===== config.mk =====
export PLATFORM = sky130hd
export DESIGN_NAME = slot_pool_allocator
export DESIGN_NICKNAME = d
export VERILOG_FILES = /design/src/hdl/spa_pkg.sv /design/src/hdl/spa_ctrl.sv /design/src/hdl/spa_datapath.sv /design/src/hdl/slot_pool_allocator.sv
export SDC_FILE = /design/constraint.sdc
export NUM_CORES = 1
export LEC_CHECK = 0
export CELL_PAD_IN_SITES_DETAIL_PLACEMENT = 0
export CELL_PAD_IN_SITES_GLOBAL_PLACEMENT = 1
export CORE_UTILIZATION = 50
export CTS_BUF_LIST = sky130_fd_sc_hd__clkbuf_8
export DETAILED_ROUTE_END_ITERATION = 10
export DONT_BUFFER_PORTS = 1
export HOLD_SLACK_MARGIN = 0.03
export PLACE_DENSITY = 0.71
export SLEW_MARGIN = 20
export SYNTH_ARGS = -nofsm -noshare
export SYNTH_HDL_FRONTEND = slang
export SYNTH_SLANG_ARGS = --single-unit

===== constraint.sdc =====
create_clock -name clk -period 6.8 [get_ports clk]
set_clock_uncertainty 0.15 [all_clocks]
set_input_delay 0.34 -clock clk [delete_from_list [all_inputs] [get_ports clk]]
set_output_delay 0.34 -clock clk [all_outputs]
set_load 0.01 [all_outputs]

===== src/hdl/spa_pkg.sv =====
package spa_pkg;

  // Pool geometry
  localparam int SLOTS      = 16;
  localparam int DATA_WIDTH = 32;
  localparam int IDX_W      = (SLOTS > 1) ? $clog2(SLOTS) : 1;
  localparam int CNT_W      = $clog2(SLOTS + 1);

  // Request opcodes
  localparam logic [1:0] OP_ALLOC = 2'd0;
  localparam logic [1:0] OP_FREE  = 2'd1;
  localparam logic [1:0] OP_READ  = 2'd2;

  // Result status codes
  localparam logic [1:0] ST_OK    = 2'd0;
  localparam logic [1:0] ST_FULL  = 2'd1;
  localparam logic [1:0] ST_EMPTY = 2'd2;

  typedef struct packed {
    logic [1:0]  opcode;
    logic [7:0]  slot_index;
    logic [31:0] entry_data;
  } req_t;

  typedef struct packed {
    logic [1:0]  status;
    logic [7:0]  granted_index;
    logic [31:0] read_data;
    logic [8:0]  live_count;
  } rsp_t;

  // Controller to datapath commands
  typedef struct packed {
    logic capture;  // latch request, launch memory reads
    logic exec;     // resolve request, update pool, load result
  } cmd_t;

endpackage


===== src/hdl/spa_ctrl.sv =====
module spa_ctrl (
  input  logic          clk,
  input  logic          rst,
  input  logic          start,
  output logic          busy,
  output logic          done,
  output spa_pkg::cmd_t cmd
);

  typedef enum logic {
    S_IDLE,
    S_EXEC
  } state_t;

  state_t state;

  // Commands are decoded combinationally from the state and start
  always_comb begin
    cmd.capture = start && (state == S_IDLE);
    cmd.exec    = (state == S_EXEC);
    busy        = (state != S_IDLE);
  end

  // State and result strobe
  always_ff @(posedge clk) begin
    if (rst) begin
      state <= S_IDLE;
      done  <= 1'b0;
    end else begin
      done <= 1'b0;
      case (state)
        S_IDLE: begin
          if (start) state <= S_EXEC;
        end
        S_EXEC: begin
          state <= S_IDLE;
          done  <= 1'b1;
        end
        default: state <= S_IDLE;
      endcase
    end
  end

endmodule


===== src/hdl/spa_datapath.sv =====
module spa_datapath (
  input  logic          clk,
  input  logic          rst,
  input  spa_pkg::cmd_t cmd,
  input  spa_pkg::req_t request,
  output spa_pkg::rsp_t result
);

  localparam int IW = spa_pkg::IDX_W;
  localparam int CW = spa_pkg::CNT_W;
  localparam int DW = spa_pkg::DATA_WIDTH;
  localparam int N  = spa_pkg::SLOTS;

  // Memories
  logic [IW-1:0] avail_stack [N];
  logic [DW-1:0] entry_store [N];

  // Control state
  logic [CW-1:0] stack_top;
  logic [N-1:0]  occupied;
  logic [N-1:0]  stack_written;  // stack entry overwritten since reset

  // Captured request and registered reads
  spa_pkg::req_t req;
  logic [IW-1:0] pop_pos;
  logic [IW-1:0] stack_rd;
  logic          stack_rd_written;
  logic [DW-1:0] store_rd;

  logic [IW-1:0] rd_pos;
  logic [IW-1:0] req_slot;
  logic [IW-1:0] popped;
  logic          idx_valid;
  logic          pool_empty;
  logic          do_pop;
  logic          do_push;
  logic [CW-1:0] stack_top_next;
  spa_pkg::rsp_t rsp_next;

  assign rd_pos   = IW'(stack_top - CW'(1));
  assign req_slot = IW'(req.slot_index);
  assign popped   = stack_rd_written ? stack_rd : pop_pos;

  // Resolve the captured request
  always_comb begin
    idx_valid  = ({1'b0, req.slot_index} < 9'(N)) && occupied[req_slot];
    pool_empty = (stack_top == '0) || (stack_top > CW'(N));
    do_pop     = 1'b0;
    do_push    = 1'b0;
    rsp_next.status        = spa_pkg::ST_OK;
    rsp_next.granted_index = req.slot_index;
    rsp_next.read_data     = '0;
    case (req.opcode)
      spa_pkg::OP_ALLOC: begin
        if (pool_empty) begin
          rsp_next.status        = spa_pkg::ST_FULL;
          rsp_next.granted_index = '0;
        end else begin
          do_pop                 = 1'b1;
          rsp_next.granted_index = 8'(popped);
        end
      end
      spa_pkg::OP_FREE: begin
        if (!idx_valid || stack_top >= CW'(N)) rsp_next.status = spa_pkg::ST_EMPTY;
        else do_push = 1'b1;
      end
      spa_pkg::OP_READ: begin
        if (!idx_valid) rsp_next.status = spa_pkg::ST_EMPTY;
        else rsp_next.read_data = 32'(store_rd);
      end
      default: rsp_next.status = spa_pkg::ST_EMPTY;
    endcase
    stack_top_next = stack_top;
    if (do_pop) stack_top_next = stack_top - CW'(1);
    else if (do_push) stack_top_next = stack_top + CW'(1);
    rsp_next.live_count = 9'(CW'(N) - stack_top_next);
  end

  // Memory ports: reads on capture, writes on exec
  always_ff @(posedge clk) begin
    if (cmd.capture) begin
      stack_rd <= avail_stack[rd_pos];
      store_rd <= entry_store[IW'(request.slot_index)];
    end
    if (cmd.exec && do_push) avail_stack[IW'(stack_top)] <= req_slot;
    if (cmd.exec && do_pop) entry_store[popped] <= DW'(req.entry_data);
  end

  // Request capture and result register
  always_ff @(posedge clk) begin
    if (cmd.capture) begin
      req              <= request;
      pop_pos          <= rd_pos;
      stack_rd_written <= stack_written[rd_pos];
    end
    if (cmd.exec) result <= rsp_next;
  end

  // Pool control state
  always_ff @(posedge clk) begin
    if (rst) begin
      stack_top     <= CW'(N);
      occupied      <= '0;
      stack_written <= '0;
    end else if (cmd.exec) begin
      stack_top <= stack_top_next;
      if (do_pop) occupied[popped] <= 1'b1;
      if (do_push) begin
        occupied[req_slot]                <= 1'b0;
        stack_written[IW'(stack_top)] <= 1'b1;
      end
    end
  end

endmodule


===== src/hdl/slot_pool_allocator.sv =====
// Slot pool allocator: a fixed pool of slots handed out from a free-index stack.
// Request channel: drive request (opcode, slot_index, entry_data) and raise
// start; the request is taken at a clock edge where start is high and busy low.
// Opcodes: allocate pops a free slot and stores entry_data there; free
// returns an occupied slot to the stack; read returns the stored data.
// Result channel: done pulses for one cycle with result (status,
// granted_index, read_data, live_count) valid in that cycle. The receiver
// cannot stall; each result must be taken in the cycle it is shown.
// Timing: the request and the stack and data memory reads are registered at
// the accepting edge; the result and done are registered from them in the
// resolve/update state. A new request is not taken while busy: the registered
// read of the stack and data memories is followed by the resolve/update state.
// Reset: synchronous; the stack holds slot indices 0..SLOTS-1 in order, no slot
// is occupied, and the first allocation hands out the highest slot. Reset
// takes effect at once, with no clearing pass; stored data is undefined
// until a slot is allocated.
module slot_pool_allocator (
  input  logic          clk,
  input  logic          rst,
  input  logic          start,
  input  spa_pkg::req_t request,
  output logic          busy,
  output logic          done,
  output spa_pkg::rsp_t result
);

  spa_pkg::cmd_t cmd;

  spa_ctrl u_ctrl (
    .clk   (clk),
    .rst   (rst),
    .start (start),
    .busy  (busy),
    .done  (done),
    .cmd   (cmd)
  );

  spa_datapath u_datapath (
    .clk     (clk),
    .rst     (rst),
    .cmd     (cmd),
    .request (request),
    .result  (result)
  );

endmodule

# Word-level counts from Yosys, hierarchy flattened
# Memory sizes are Yosys's and may differ from the RTL's. A register that Yosys moved wholly into a read port is not among the register bits.
# Cells that the tools add are included.
# word_totals
mem_count	2
output_inout_bits	53
word_cells	84
regBits	137
latch_bits	0
romBits	0
ram_bits	576
in_bits	45
# mem_list
name	words	word_bits	rd	rd_ports_with_merged_regs	wr	line_no	text
u_datapath.entry_store	16	32	1	1	1	spa_datapath.sv:16	logic [DW-1:0] entry_store [N];
u_datapath.avail_stack	16	4	1	1	1	spa_datapath.sv:15	logic [IW-1:0] avail_stack [N];
# op_classes
div_mod_pow	0
order_cmp	10
n_reduce_logical	14
n_shift	0
add_sub_neg	3
mul	0
n_mux	34
eq_ne	2
bitwise	5
# ops
op	n
two-way mux 16 bit	4
OR 16 bit	2
< comparator 4 x 5 -> 1 bit, second input constant	4
AND 16 bit	1
two-way mux 1 bit	16
NOT 16 bit	1
demux 1 bit (select 4 bit)	3
greater-or-equal comparator 4 x 1 -> 1 bit, second input constant	3
two-way mux 5 bit	2
binary-select mux 1 bit (select 4 bit)	2
< comparator 8 x 5 -> 1 bit, second input constant	1
two-way mux 4 bit	2
two-way mux 8 bit	1
logical AND 1 bit	7
case mux 2 bit (3 select lines)	1
subtractor 5 x 5 -> 6 bit, first input constant	1
adder 5 x 1 -> 5 bit, second input constant	1
greater-or-equal comparator 5 bit, second input constant	1
greater-than comparator 5 bit, second input constant	1
zero test 5 bit	1
subtractor 5 x 1 -> 5 bit, second input constant	1
two-way mux 2 bit	2
AND reduction 2 bit	2
== test 2 x 1 -> 1 bit, second input constant	1
other kinds (6)	7

# Depth between registers and ports, before layout
# logic_depth
depth_word	11
mapped_depth	16
ltp_nobuf	11

# By module
# A second synthesis with hierarchy kept.
# unflattened
hier_cells	1281
area_unflattened_um2	28257.1
# by_module_without_submodules
module	area_each_um2	seq_area_each_um2	cells_per_inst	n_inst
spa_datapath	28182.0	21971.1	1275	1
spa_ctrl	75.1	40.0	6	1

# Worst setup path after synthesis
# OpenSTA, ideal clock, no wires.
# synth_timing
path_kind	reg2reg
from	reg u_ctrl.state, in the netlist u_ctrl.busy
to	reg u_datapath.pop_pos[0] (enable)
required_time_ps	6116
setup_time_ps	534
n_path_buf	1
path_stages_with_launch	3
t_arrival_ps	4925
synth_period_minus_slack_ps	5609
path_slack_ps	1191
path_cell_list	dfxtp_1 > clkbuf_1 > nor2b_1
# synth_rtl
element	line_no	text
from (decl)	spa_ctrl.sv:15	state_t state;
from (signal assigned)	spa_ctrl.sv:27	state <= S_IDLE;
from (signal assigned)	spa_ctrl.sv:33	if (start) state <= S_EXEC;
from (signal assigned)	spa_ctrl.sv:36	state <= S_IDLE;
to (signal assigned)	spa_datapath.sv:93	pop_pos <= rd_pos;
to (decl)	spa_datapath.sv:25	logic [IW-1:0] pop_pos;

# Worst setup path in the final report
# layout_timing
from	reg u_datapath.stack_top[0]
to	mem u_datapath.entry_store[8][15] (netlist bit) (enable)
# layout_via
elab_chain_len	7
elab_cells_between_ends	8
cone_classes	order compare (1); mux (4); reduce/logical (3)
# layout_lines
element	line_no	text
from (decl)	spa_datapath.sv:19	logic [CW-1:0] stack_top;
from (signal assigned)	spa_datapath.sv:102	stack_top <= CW'(N);
from (signal assigned)	spa_datapath.sv:106	stack_top <= stack_top_next;
greater-than comparator 5 bit / zero test 5 bit (equally long branches)	spa_datapath.sv:47	pool_empty = (stack_top == '0) || (stack_top > CW'(N));
logical OR 1 bit (*)	spa_datapath.sv:47	
two-way mux 1 bit (*)	spa_datapath.sv:55	if (pool_empty) begin
two-way mux 1 bit (*)	spa_datapath.sv:53	case (req.opcode)
logical AND 1 bit (*)	spa_datapath.sv:86	if (cmd.exec && do_pop) entry_store[popped] <= DW'(req.entry_data);
two-way mux 1 bit (*)	spa_datapath.sv:86	
two-way mux 1 bit (not written as such) (*)	spa_datapath.sv:86	
to (decl)	spa_datapath.sv:16	
# Mark *: on every way between the ends. The rest lies on a longest branch, timed or not.

==> impl_metrics.json <==
{
  "status": "finished clean",
  "r2r-start": "u_datapath.stack_top[0]",
  "std_cell_rows": 86,
  "cp.required_ns": 6.99,
  "cp_max_fo": 25,
  "fin_crit_ns": 4.56,
  "track_usage_pct": 20.8,
  "ir_worst_vdd_mv": 0.193,
  "cap_violations": 0,
  "drv_slew": 0,
  "yosys_warnings": 0,
  "postRouteAntennaNets": 0,
  "seq_area_frac_synth_pct": 78.0,
  "wire_per_inst_um": 25.4,
  "num_io_pins": 98,
  "dieHeight_um": 240,
  "drc_errors": 0,
  "rrSetupSlack_ns": 2.24,
  "cts.repair.resized": 0,
  "clockRootBuffer": "clkbuf_8",
  "placed_cells": 1989,
  "syn-num-nets": 1341,
  "grt_max_degree": 116,
  "final_hold_viol_count": 0,
  "core-area_um2": 55400,
  "dr.pass1.iters": 5,
  "cts_tree": "done",
  "io_buffers": 0,
  "cts_sinks": 746,
  "layout-drive-gt1-share_pct": 26.1,
  "numCtsBuffers": 116,
  "min_path_type": "primary input to flip-flop",
  "die_area_um2": 57400,
  "gp_congestion": 0.794,
  "n_fill_cell": 4039,
  "clkTransAtPathRegs_ns": 0.06,
  "synthCells": 1291,
  "min_period_over_period_pct": 67.0,
  "leakagePower_nw": 10.3,
  "wl_um": 57500,
  "clockBufferDepth": 3,
  "synth-edff-count": 707,
  "syn_area_um2": 28200,
  "clk_latency_ns": 0.71,
  "viasPerCell": 5.79,
  "postSynthAreaPerCell_um2": 21.9,
  "ys_ff_latch": 746,
  "holdWs_ns": 0.0958,
  "nets": 1468,
  "cp-start-kind": "flip-flop",
  "worstSetupPathType": "flip-flop to flip-flop",
  "drt_iter0_markers": 1209,
  "initial_utilization_pct": 50.9,
  "antenna_found_initial": 3,
  "dp_hpwl_um": 30800,
  "h-tree-depth": 3,
  "async_flop_share_pct": 0,
  "num_vias": 13108,
  "endpoint": "u_datapath.entry_store[8][15]",
  "finalWorstSetupSlack_ns": 2.24,
  "rsz0062_at_grt": "false",
  "setup_violations": 0,
  "endpoint_kind": "flip-flop",
  "powerDensity_nw_per_um2": 283,
  "max_freq_mhz": 219,
  "syn_to_final_growth_pct": 14.0,
  "place_ws_ns": 1.96,
  "whs_path_depth": 2,
  "ys.flop_type": "edfxtp_1",
  "ys_types": 53,
  "grt-ovfl-total": 0,
  "stdcell_count": 2263,
  "grt_pass1_vias": 13710,
  "die_x_um": 240,
  "grt_pass1_wl_um": 86600,
  "setup_tns_ns": 0,
  "cp-startpoint": "u_datapath.stack_top[0]",
  "worst_r2r_path_depth": 11,
  "timing.slew.headroom_pct": 32.0,
  "r2r_end": "u_datapath.entry_store[8][15]",
  "tightest_slew_ns": 1.02,
  "critPathArrivalTime_ns": 4.75
}
## per-stage QoR
stage	utilization (%)	power, mW	instance area [um^2]
after floorplan	-	5.53	28200
after global placement	52.6	5.59	29100
after detailed placement	52.8	5.60	29300
after CTS	57.8	9.19	32000
after global routing	58.1	9.42	32200
final	58.1	9.11	32200
## area by class of cell
cell class	count	area, um^2	share of cell area [%]
Multi-Input combinational cell	466	6020	18.7
Clock buffer	119	1640	5.09
Inverter	6	22.5	0.0700
Antenna cell	2	5.00	0.0155
Clock inverter	94	553	1.72
Sequential cell	746	22000	68.4
Timing Repair Buffer	82	1000	3.11
Tap cell	748	936	2.91
## per-layer routing
metal	vias to the layer above	routed length (um)	global-route usage [%]
li1	5671	-	-
met5	-	0	0
met4	0	1130	6.10
met3	92	3310	4.69
met1	6901	25400	29.6
met2	444	27700	32.6
## placed cells by master, fill, tap and decap left out, types with 10 or more instances in the layout
| cell type | synthesis | routed |
|---|---|---|
| nor2_4 | 0 | 17 |
| a31oi_1 | 16 | 16 |
| mux2i_1 | 12 | 12 |
| edfxtp_1 | 707 | 707 |
| mux4_2 | 182 | 182 |
| a211oi_1 | 18 | 18 |
| and3_1 | 36 | 36 |
| dfxtp_1 | 39 | 38 |
| dlygate4sd3_1 | 0 | 47 |
| nor2b_1 | 15 | 14 |
| clkinv_2 | 0 | 20 |
| clkbuf_8 | 0 | 119 |
| buf_4 | 5 | 18 |
| inv_1 | 5 | 44 |
| nand2_1 | 18 | 18 |
| a21oi_1 | 21 | 21 |
| clkinv_1 | 1 | 27 |
| nor2_1 | 65 | 48 |
| buf_16 | 0 | 10 |
## worst max-delay path, stage by stage, from the launching register on
cell and delay, ns:
dfxtp_1 0.30, buf_4 0.39, clkinv_1 0.37, ha_2 0.37, nor3b_1 0.18, xnor2_1 0.26, and2_1 0.44, nand2_1 0.26
nor2_1 0.14, nand2_1 0.25, nor2_4 0.61, buf_4 0.44
## report_power, final
part           internal [mW]  switching, mW
logic                  0.185          0.201
registers               5.11         0.0832
clock network           1.85           1.68
## synthesized netlist by cell type (3+ instances only)
master / number / share of area (%)
edfxtp_1: 707 / 75
mux4_2: 182 / 15
nor2_1: 65 / 0.86
clkbuf_1: 43 / 0.57
dfxtp_1: 39 / 2.8
and3_1: 36 / 0.80
a21oi_1: 21 / 0.37
a211oi_1: 18 / 0.48
nand2_1: 18 / 0.24
a31oi_1: 16 / 0.35
buf_1: 16 / 0.21
nor2b_1: 15 / 0.33
mux2i_1: 12 / 0.43
buf_2: 8 / 0.14
nand2b_1: 8 / 0.18
o21ai_0: 8 / 0.14
nor3_1: 7 / 0.12
and2_1: 6 / 0.13
xnor2_1: 6 / 0.19
buf_4: 5 / 0.13
ha_1: 5 / 0.22
inv_1: 5 / 0.067
nor3b_1: 4 / 0.11
a311oi_1: 3 / 0.093
o21bai_1: 3 / 0.080
xor2_1: 3 / 0.093
## state kept, by name, indices dropped and copies added, names as in the netlist
register,count
u_ctrl.busy,1
u_datapath.stack_top,5
u_datapath.avail_stack,64
u_datapath.pop_pos,4
u_datapath.req,42
u_datapath.stack_rd,4
u_datapath.stack_rd_written,1
u_datapath.result,48
u_datapath.occupied,16
u_ctrl.done,1
u_datapath.entry_store,512
u_datapath.stack_written,16
u_datapath.store_rd,32
## logic make-up after synthesis
| logic type | share of synthesized area [%] |
|---|---|
| mux | 15.0 |
| compound gates | 2.19 |
| buf+inv | 1.18 |
| xor+xnor | 0.337 |
| simple gates | 3.05 |
| fa+ha+maj | 0.222 |
| flops | 78.0 |
## how the worst min path moves through the flow
stage                                             from                            to  slack (ns)
after floorplan           u_datapath.stack_written[14]  u_datapath.stack_written[14]        0.28
after global placement                             rst                   u_ctrl.busy        0.26
after detailed placement                           rst                   u_ctrl.busy        0.26
after CTS                                  request[32]        u_datapath.store_rd[1]        0.03
after global routing                       request[33]       u_datapath.store_rd[17]        0.04
final                                      request[33]       u_datapath.store_rd[24]         0.1
## what timing repair did
action | 4_1_cts | 5_1_grt
hold buffers | 52 | 1
endpoints found under the hold margin | 113 | 3
setup buffers | 0 | 0
No activity file was read; power rests on OpenSTA's default activity.
